[config.mk]
export PLATFORM = sky130hd
export DESIGN_NAME = lifo_stack_engine_with_queries
export DESIGN_NICKNAME = d
export VERILOG_FILES = /design/src/lse_pkg.sv /design/src/lse_ram.sv /design/src/lifo_stack_engine_with_queries.sv
export SDC_FILE = /design/constraint.sdc
export NUM_CORES = 2
export LEC_CHECK = 0
export BUFFER_PORTS_ARGS = -buffer_cell sky130_fd_sc_hd__clkbuf_2
export CAP_MARGIN = 20
export CORE_MARGIN = 10
export CORE_UTILIZATION = 30
export DETAILED_ROUTE_END_ITERATION = 10
export PLACE_DENSITY = 0.55
export SETUP_SLACK_MARGIN = 0.5
export SYNTH_ARGS = -nofsm -noshare
export SYNTH_HDL_FRONTEND = slang
export SYNTH_SLANG_ARGS = --single-unit
[constraint.sdc]
create_clock -name clk -period 8.91 [get_ports clk]
set_input_delay 0.4455 -clock clk [delete_from_list [all_inputs] [get_ports clk]]
set_output_delay 0.4455 -clock clk [all_outputs]
set_load 0.02 [all_outputs]
[src/lse_pkg.sv]
package lse_pkg;

	localparam int DEPTH     = 64;
	localparam int WORD_BITS = 32;
	localparam int AW        = $clog2(DEPTH);
	localparam int CW        = $clog2(DEPTH + 1);

	typedef logic [AW-1:0]        addr_t;
	typedef logic [CW-1:0]        cnt_t;
	typedef logic [WORD_BITS-1:0] word_t;

	typedef enum logic [3:0] {
		F_PUSH  = 4'd0,
		F_POP   = 4'd1,
		F_TOP   = 4'd2,
		F_CLEAR = 4'd3,
		F_SIZE  = 4'd4,
		F_MIN   = 4'd5,
		F_REV   = 4'd6,
		F_SUM   = 4'd7,
		F_DEL   = 4'd8,
		F_DEDUP = 4'd9,
		F_SYM   = 4'd10
	} func_t;

	localparam logic [1:0] ST_OK    = 2'd0;
	localparam logic [1:0] ST_EMPTY = 2'd1;
	localparam logic [1:0] ST_FULL  = 2'd2;
	localparam logic [1:0] ST_RANGE = 2'd3;

	typedef enum logic [3:0] {
		S_IDLE,
		S_RD,
		S_RDW,
		S_MINW,
		S_SUMW,
		S_REVA,
		S_REVW,
		S_DELW,
		S_DDI,
		S_DDIW,
		S_DDJW,
		S_SYMA,
		S_SYMW,
		S_OUT
	} state_t;

	// Memory access request from the sequencer.
	typedef struct packed {
		logic  re;
		addr_t raddr;
		logic  we;
		addr_t waddr;
		word_t wdata;
	} mem_req_t;

endpackage

[src/lse_ram.sv]
module lse_ram import lse_pkg::*; (
	input  logic     clk,
	input  mem_req_t req,
	output word_t    rdata
);

	word_t mem [DEPTH];

	// Single write port, single registered read port.
	always_ff @(posedge clk) begin
		if (req.we) begin
			mem[req.waddr] <= req.wdata;
		end
		if (req.re) begin
			rdata <= mem[req.raddr];
		end
	end

endmodule

[src/lifo_stack_engine_with_queries.sv]
// LIFO stack engine with queries.
// Input channel: in_valid/in_stall carry func, value, count_k, range_low,
// range_high. Output channel: out_valid/out_stall carry status, data,
// size_now and flag. Every item gives exactly one result.
// The entries live in one synchronous RAM with a registered read port.
// Push, clear, size and unused codes go from accept straight to the result
// state; pop and top first read the top entry. Min and range sum walk the
// stack one entry a cycle. Reverse reads the low and the high entry and then
// writes both for each swapped pair; symmetry reads and compares each pair.
// Delete walks the stack once. Dedup compares each entry against every
// kept entry below it, all bound by the single read port.
// One item is in work at a time; the next is taken once the controller is
// idle and the result register is free.
// Reset clears the fill count and the controller; the RAM contents
// are not cleared. When the receiver stalls, the result holds in its output
// register and no new item is taken.
module lifo_stack_engine_with_queries import lse_pkg::*; (
	input  logic        clk,
	input  logic        arst_n,
	input  logic        in_valid,
	output logic        in_stall,
	input  logic [3:0]  func,
	input  logic signed [31:0] value,
	input  logic [6:0]  count_k,
	input  logic [6:0]  range_low,
	input  logic [6:0]  range_high,
	output logic        out_valid,
	input  logic        out_stall,
	output logic [1:0]  status,
	output logic signed [31:0] data,
	output logic [6:0]  size_now,
	output logic        flag
);

	mem_req_t req;
	word_t    rdata;

	lse_ram u_ram (
		.clk   (clk),
		.req   (req),
		.rdata (rdata)
	);

	state_t state_q, state_d;
	cnt_t   n_q, n_d;
	logic [3:0] f_q, f_d;
	word_t  v_q, v_d;
	cnt_t   hi_q, hi_d;
	cnt_t   i_q, i_d, j_q, j_d, w_q, w_d;
	word_t  acc_q, acc_d, t_q, t_d;
	logic [1:0] st_q, st_d;
	logic   fl_q, fl_d;
	logic   ov_q, ov_d;

	// Controller registers.
	always_ff @(posedge clk or negedge arst_n) begin
		if (!arst_n) begin
			state_q <= S_IDLE;
			n_q     <= '0;
			ov_q    <= 1'b0;
		end else begin
			state_q <= state_d;
			n_q     <= n_d;
			ov_q    <= ov_d;
		end
	end

	// Working registers, no reset needed.
	always_ff @(posedge clk) begin
		f_q   <= f_d;
		v_q   <= v_d;
		hi_q  <= hi_d;
		i_q   <= i_d;
		j_q   <= j_d;
		w_q   <= w_d;
		acc_q <= acc_d;
		t_q   <= t_d;
		st_q  <= st_d;
		fl_q  <= fl_d;
	end

	assign in_stall  = (state_q != S_IDLE) || ov_q;
	assign out_valid = ov_q;
	assign status    = st_q;
	assign data      = acc_q;
	assign size_now  = 7'(n_q);
	assign flag      = fl_q;

	// Sequencer: next state, memory requests and result.
	always_comb begin
		state_d = state_q;
		n_d = n_q; f_d = f_q; v_d = v_q; hi_d = hi_q;
		i_d = i_q; j_d = j_q; w_d = w_q; acc_d = acc_q; t_d = t_q;
		st_d = st_q; fl_d = fl_q; ov_d = ov_q;
		req = '0;
		if (ov_q && !out_stall) begin
			ov_d = 1'b0;
		end
		unique case (state_q)
			S_IDLE: begin
				if (in_valid && !ov_q) begin
					f_d = func; v_d = value;
					hi_d = CW'(range_high);
					st_d = ST_OK; fl_d = 1'b0; acc_d = '0;
					state_d = S_OUT;
					unique case (func)
						F_PUSH: begin
							if (n_q >= CW'(DEPTH)) begin
								st_d = ST_FULL;
							end else begin
								req.we = 1'b1; req.waddr = AW'(n_q); req.wdata = value;
								n_d = n_q + 1'b1;
							end
						end
						F_POP, F_TOP: begin
							if (n_q == 0) st_d = ST_EMPTY;
							else state_d = S_RD;
						end
						F_CLEAR: n_d = '0;
						F_SIZE:  fl_d = (n_q == 0);
						F_MIN: begin
							if (n_q == 0) begin
								st_d = ST_EMPTY;
							end else begin
								i_d = '0; state_d = S_RD;
							end
						end
						F_REV: begin
							if (CW'(count_k) > n_q) begin
								st_d = ST_RANGE;
							end else if (count_k > 7'd1) begin
								i_d = n_q - CW'(count_k); j_d = n_q - 1'b1;
								state_d = S_REVA;
							end
						end
						F_SUM: begin
							if (range_low == 0 || range_high < range_low ||
							    CW'(range_high) > n_q) begin
								st_d = ST_RANGE;
							end else begin
								i_d = CW'(range_low) - 1'b1; state_d = S_RD;
							end
						end
						F_DEL: begin
							i_d = '0; w_d = '0;
							if (n_q != 0) state_d = S_RD;
						end
						F_DEDUP: begin
							i_d = '0; w_d = '0;
							if (n_q != 0) state_d = S_DDI;
						end
						F_SYM: begin
							fl_d = 1'b1; i_d = '0; j_d = n_q - 1'b1;
							if (n_q > 1) state_d = S_SYMA;
						end
						default: st_d = ST_RANGE;
					endcase
				end
			end
			// First read of a walk, or the read of the top entry for pop and top.
			S_RD: begin
				req.re = 1'b1;
				if (f_q == F_POP || f_q == F_TOP) begin
					req.raddr = AW'(n_q - 1'b1);
					state_d = S_RDW;
				end else begin
					req.raddr = AW'(i_q);
					i_d = i_q + 1'b1;
					unique case (f_q)
						F_MIN:   state_d = S_MINW;
						F_SUM:   state_d = S_SUMW;
						default: state_d = S_DELW;
					endcase
				end
			end
			S_RDW: begin
				acc_d = rdata;
				if (f_q == F_POP) n_d = n_q - 1'b1;
				state_d = S_OUT;
			end
			// Minimum: one entry a cycle, next read overlapped.
			S_MINW: begin
				if (i_q == CW'(1) || $signed(rdata) < $signed(acc_q)) acc_d = rdata;
				if (i_q < n_q) begin
					req.re = 1'b1; req.raddr = AW'(i_q); i_d = i_q + 1'b1;
				end else begin
					i_d = i_q + 1'b1;
					state_d = S_OUT;
				end
			end
			S_SUMW: begin
				acc_d = acc_q + rdata;
				if (i_q < hi_q) begin
					req.re = 1'b1; req.raddr = AW'(i_q); i_d = i_q + 1'b1;
				end else begin
					state_d = S_OUT;
				end
			end
			// Delete: compact entries not equal to the value.
			S_DELW: begin
				if (rdata != v_q) begin
					req.we = 1'b1; req.waddr = AW'(w_q); req.wdata = rdata;
					w_d = w_q + 1'b1;
				end
				if (i_q < n_q) begin
					req.re = 1'b1; req.raddr = AW'(i_q); i_d = i_q + 1'b1;
				end else begin
					n_d = (rdata != v_q) ? w_q + 1'b1 : w_q;
					state_d = S_OUT;
				end
			end
			// Reverse: read low entry, then high entry, then swap writes.
			S_REVA: begin
				req.re = 1'b1; req.raddr = AW'(i_q);
				state_d = S_REVW;
			end
			S_REVW: begin
				t_d = rdata;
				req.re = 1'b1; req.raddr = AW'(j_q);
				state_d = S_SYMW;
			end
			// Symmetry: read the low entry; S_REVW and S_SYMW are shared with reverse.
			S_SYMA: begin
				req.re = 1'b1; req.raddr = AW'(i_q);
				state_d = S_REVW;
			end
			S_SYMW: begin
				if (f_q == F_REV) begin
					req.we = 1'b1; req.waddr = AW'(i_q); req.wdata = rdata;
					acc_d = acc_q;
					t_d = t_q;
					state_d = S_DDJW;
				end else begin
					if (rdata != t_q) begin
						fl_d = 1'b0; state_d = S_OUT;
					end else if (i_q + 1'b1 < j_q - 1'b1) begin
						i_d = i_q + 1'b1; j_d = j_q - 1'b1; state_d = S_SYMA;
					end else begin
						state_d = S_OUT;
					end
				end
			end
			// Dedup: t holds candidate entries[i]; compare against kept 0..w-1.
			S_DDI: begin
				req.re = 1'b1; req.raddr = AW'(i_q);
				state_d = S_DDIW;
			end
			S_DDIW: begin
				t_d = rdata; j_d = '0;
				if (w_q == 0) begin
					req.we = 1'b1; req.waddr = AW'(w_q); req.wdata = rdata;
					w_d = w_q + 1'b1; i_d = i_q + 1'b1;
					state_d = (i_q + 1'b1 < n_q) ? S_DDI : S_OUT;
					if (i_q + 1'b1 >= n_q) n_d = w_q + 1'b1;
				end else begin
					req.re = 1'b1; req.raddr = '0; j_d = CW'(1);
					state_d = S_DDJW;
				end
			end
			S_DDJW: begin
				if (f_q == F_REV) begin
					// Second half of the swap: high entry takes the saved low one.
					req.we = 1'b1; req.waddr = AW'(j_q); req.wdata = t_q;
					if (i_q + 1'b1 < j_q - 1'b1) begin
						i_d = i_q + 1'b1; j_d = j_q - 1'b1; state_d = S_REVA;
					end else begin
						state_d = S_OUT;
					end
				end else if (rdata == t_q) begin
					i_d = i_q + 1'b1;
					if (i_q + 1'b1 < n_q) state_d = S_DDI;
					else begin
						n_d = w_q; state_d = S_OUT;
					end
				end else if (j_q < w_q) begin
					req.re = 1'b1; req.raddr = AW'(j_q); j_d = j_q + 1'b1;
				end else begin
					req.we = 1'b1; req.waddr = AW'(w_q); req.wdata = t_q;
					w_d = w_q + 1'b1; i_d = i_q + 1'b1;
					if (i_q + 1'b1 < n_q) state_d = S_DDI;
					else begin
						n_d = w_q + 1'b1; state_d = S_OUT;
					end
				end
			end
			S_OUT: begin
				ov_d = 1'b1;
				state_d = S_IDLE;
			end
			default: state_d = S_IDLE;
		endcase
	end

endmodule

# == Word-level counts from Yosys, hierarchy flattened ==
# Memory sizes are Yosys's and may differ from the RTL's. A register that Yosys moved wholly into a read port is not among the register bits.
# Cells that the tools add are included.
# word_totals
register_bits,143
ramBits,2048
input_bits,61
out_inout_bits,44
elab_cells,246
n_memories,1
# mem_list
memory,words,word_bits,read_ports,rd_clocked_by_memory_dff,write_ports,line,text
u_ram.mem,64,32,1,1,1,lse_ram.sv:7,word_t mem [DEPTH];
# op_classes
add_sub_neg,9
magnitude_cmp,13
n_eq_ne,64
muxes,107
reduce_logical,39
# op_table
cell,n
2-to-1 mux 7 bit,47
2-to-1 mux 39 bit,8
case mux 39 bit (5 select lines),1
case mux 32 bit (4 select lines),1
case mux 7 bit (4 select lines),3
2-to-1 mux 32 bit,2
!= test 32 bit,2
case mux 7 bit (8 select lines),1
case mux 7 bit (7 select lines),1
2-to-1 mux 4 bit,12
2-to-1 mux 46 bit,1
equality test 4 x 3 -> 1 bit (second input constant),11
case mux 4 bit (11 select lines),1
< comparator 7 bit,6
equality test 4 bit (second input constant),9
!= test 2 bit (second input constant),18
case mux 7 bit (5 select lines),1
adder 32 bit,1
equality test 32 bit,1
< comparator 32 bit,1
!= test 3 bit (second input constant),10
adder 7 x 1 -> 7 bit (second input constant),4
case mux 7 bit (2 select lines),2
2-to-1 mux 3 bit,8
39 further kinds,80

# == Depth between registers and ports, before layout ==
# logic_depth
depth_word,7
depth_mapped,19
depth_no_buf,15

# == Cells and area by module ==
# From an unflattened synthesis, not the netlist that was laid out.
# unflattened
cells_unflattened,4906
area_unflattened_um2,91982.0
# by_module_without_submodules
module,n_inst,cells_per_inst,area_each_um2,seq_area_each_um2
lse_ram,1,3511,79359.9,62459.9
lifo_stack_engine_with_queries,1,1395,12622.1,4234.1

# == Worst setup path after synthesis ==
# OpenSTA, ideal clock, no wires.
# synth_timing
kind,register to register
start,"reg acc_q[1], in the netlist data[1]"
end,"reg acc_q[0], in the netlist data[0], enable pin"
setup_ns,0.470
t_arrival_ns,4.835
required_ns,8.440
setup_slack_ns,3.605
path_stages_with_launch,14
n_path_buf,0
period_less_slack_ns,5.305
cell_sequence,edfxtp_1 inv_1 ha_1 nor2b_1 o21ai_0 a21oi_1 o21ai_0 nand2b_1 a21oi_1 o21ai_0 a2111oi_0 o221ai_1 a221o_1 a211oi_1
# synth_between
elab_chain_cells,4
# synth_rtl
element,line,text
start: declaration,lifo_stack_engine_with_queries.sv:50,"word_t acc_q, acc_d, t_q, t_d;"
start signal: assignment,lifo_stack_engine_with_queries.sv:76,acc_q <= acc_d;
< comparator 32 bit,lifo_stack_engine_with_queries.sv:183,if (i_q == CW'(1) || $signed(rdata) < $signed(acc_q)) acc_d = rdata;
logical OR 1 bit,lifo_stack_engine_with_queries.sv:183,
!= test 2 bit (no line),n/a,
AND reduction 3 bit (no line),n/a,
# Every way passes these cells.
# A chain may end at the register's enable or synchronous reset.

# == Worst setup path in the final report ==
# layout_timing
start,reg state_q[1]
end,"reg u_ram.rdata[28] (read register of u_ram.mem), data pin"
# layout_between
elab_chain_cells,3
word_cells_on_any_way,13
classes_between,eq/ne (10); mux (1); reduce/logical (2)
# layout_rtl
element,line,text
start: declaration,lifo_stack_engine_with_queries.sv:44,"state_t state_q, state_d;"
start signal: assignment,lifo_stack_engine_with_queries.sv:62,state_q <= state_d;
"equality test 4 bit, or another cell as far along",lifo_stack_engine_with_queries.sv:99,unique case (state_q)
OR reduction 3 bit (no line) or OR reduction 2 bit (tied branches),n/a,
case mux 7 bit (7 select lines) *,lifo_stack_engine_with_queries.sv:99,
end: declaration,lse_ram.sv:4,output word_t rdata
# Mark *: on every way between the ends. The rest lies on a longest branch, timed or not.

==> results.toml <==
[synth]
ys_ff_latch = 2223
synthCells = 6778
synth_edf_count = 2211
synth_seq_area_share_pct = 71.9
synth_fp_nets = 6967
synthArstFlopShare_pct = 0.540
synth_cell_types = 82
synth.area.top_cells = "edfxtp_1, nand2_1, mux2i_1"
synth_area_per_cell_um2 = 13.7
yosys.area.top_type_share_pct = 71.6
yosysTopAreaCell = "edfxtp_1"
synth-main-ff-cell = "edfxtp_1"
yosys_warnings = 0
synth_area_um2 = 92700

[grt]
gr-usage-all-layers_pct = 17.1
grt_remaining_overflow = 0
grt_pass1_wl_mm = 422
grt_max_degree = 137
first_global_vias = 57100
antenna_found_initial = 17

[floorplanning]
initial_utilization_pct = 30.1
pin_count = 105
die_h_um = 576
dieWidth_um = 576
num_rows = 204
dieArea_um2 = 332000
fp.coreArea_um2 = 308000

[cells_and_area]
drive_above_1_share_pct = 11.0
layout_common_cells = "edfxtp_1, nand2_1, nand3_1, mux2i_1, a32oi_1"
area_delta_synth_final_pct = 15.1
layout_commonest_cell = "edfxtp_1"
post-route-util_pct = 34.6
final_nets = 7155

[drt]
wl_per_cell_um = 26.4
final_antenna_net_count = 0
num_vias = 60000
route.detailed.drc = 0
wirelength_mm = 297
dr.pass1.iters = 10
avgViaCountPerCell = 5.33
drt-initial-drc-count = 7588

[setup_path]
start_kind = "register"
cp_slowest_cell = "dfrtp_1"
slowest_delay_ps = 960
crit_family = "simple AND/OR/NAND/NOR gates"
worstSetupPathType = "register to register"
critPathRequiredTime_ps = 9460
critPathArrivalTime_ps = 7370
path_buf_inv = 3
worst_setup_path_end_kind = "register"
crit_path_cell_trace = "nor2b_1, nand2_1, a21oi_1, a31oi_4, buf_4, nand2_4, buf_12, buf_4, nand2_1, a32oi_1, a31oi_1, or4_1, nor4_2"
path_max_fanout = 60

[clock_network]
cts_tree = "yes"
cts_root_buf = "clkbuf_16"
cts_buffers = 218
cts_hold_repair.buffers = 45
cts_setup_buffers = 0
clockBufferDepth = 3
clk_latency_ps = 870
cts_sinks = 2223
clk_pin_slew_ps = 70
h-tree-depth = 4
cts-resized-gates = 0

[sta]
rsz0062_at_grt = "false"
finalSetupViolCount = 0
min_period_ps = 6820
fmax_ghz = 0.147
slew_headroom_pct = 21.0
tns_ps = 0
period_share_pct = 76.5
hold_violations = 0
skew_ps = 54.8
worstMarginPinSlew_ps = 1180
slew_viol_final = 0

[placed_design]
portBuffers = 104
dp_hpwl_mm = 177
routabilityCongestion = 0.898

[pwr]
ir_drop_mv = 0.561
p_leak_nw = 37.0
pwr_density_cell_nw_per_um2 = 367

[run_status]
status = "completed"

[worst_hold_path]
hold_path_class = "primary input to async pin"

[run]
max-cap-violations = 0
==> where the power goes <==
| group | total, mW | internal, mW | switching (mW) |
|---|---|---|---|
| Combinational | 16.9 | 4.94 | 12.0 |
| Clock | 8.95 | 4.91 | 4.04 |
| Sequential | 13.3 | 12.5 | 0.728 |
| Total | 39.1 | 22.4 | 16.7 |
==> synth_stat cells (70+ instances only) <==
library cell	number
nand3_1	395
nor2_1	174
inv_1	136
mux2i_1	273
edfxtp_1	2211
a31oi_1	239
o21ai_0	118
nand2_1	1541
clkbuf_1	214
and3_1	70
a21oi_1	78
xor2_1	78
a32oi_1	273
ha_1	126
buf_2	124
==> registers in the layout, summed over array words and instances, names as in the netlist <==
| name | flops |
|---|---|
| f_q | 4 |
| i_q | 7 |
| w_q | 7 |
| flag | 1 |
| state_q | 4 |
| t_q | 32 |
| out_valid | 1 |
| hi_q | 7 |
| size_now | 7 |
| v_q | 32 |
| data | 32 |
| u_ram.rdata | 32 |
| status | 2 |
| j_q | 7 |
| u_ram.mem | 2048 |
==> per-layer routing <==
metal	global-route usage [%]	vias to the layer above	wire, µm
li1	-	26100	-
met1	24.0	30600	126000
met2	26.7	2940	135000
met3	3.51	417	27200
met4	5.09	12	8920
met5	0	-	111
==> worst paths after layout <==
path | slack [ps] | startpoint | endpoint | depth (start not counted)
worst max register to register | 2090 | state_q[1] | u_ram.rdata[28] | 13
worst min-delay path | 80 | arst_n | size_now[1] | 2
max in group asynchronous | 8510 | arst_n | state_q[0] | 2
worst min register to register | 530 | out_valid | out_valid | 2
worst max-delay path | 2090 | state_q[1] | u_ram.rdata[28] | 13
min in group clk | 180 | range_low[6] | i_q[6] | 5
==> metrics by stage <==
step / worst slack (ps) / hold WS, ps / instance area [µm²] / power, mW / std cells
after floorplan: 3600 / 150 / 92700 / 23.2 / 6778
after global placement: 2290 / 392 / 99100 / 30.0 / 10800
after detailed placement: 2180 / 400 / 99300 / 30.1 / 10800
after CTS: 2180 / 19.5 / 107000 / 39.0 / 11300
after global routing: 1770 / 81.3 / 107000 / 40.8 / 11300
final: 2090 / 80.0 / 107000 / 39.1 / 11300
==> kinds of logic (layout without fill, tap and decap cells) <==
family          after synthesis  after routing  synth area share [%]
simple gates               2428           2428                  11.4
mux                         275            275                  2.98
flops                      2223           2223                  71.9
xor+xnor                    140            140                  1.32
compound gates             1042           1042                  8.18
other cells                   0              6                     0
buf+inv                     542            914                  2.46
fa+ha+maj                   128            128                  1.74
==> layout make-up <==
cell class,count,area (µm²)
well taps,4120,5150
flip-flops and latches,2223,66700
fillers,29800,202000
clock inverters,135,1180
clock buffers,269,5670
inverters,140,532
diodes,6,15.0
multi-input cells,4013,24400
repair buffers,370,3100
(Power assumes the default switching activity.)
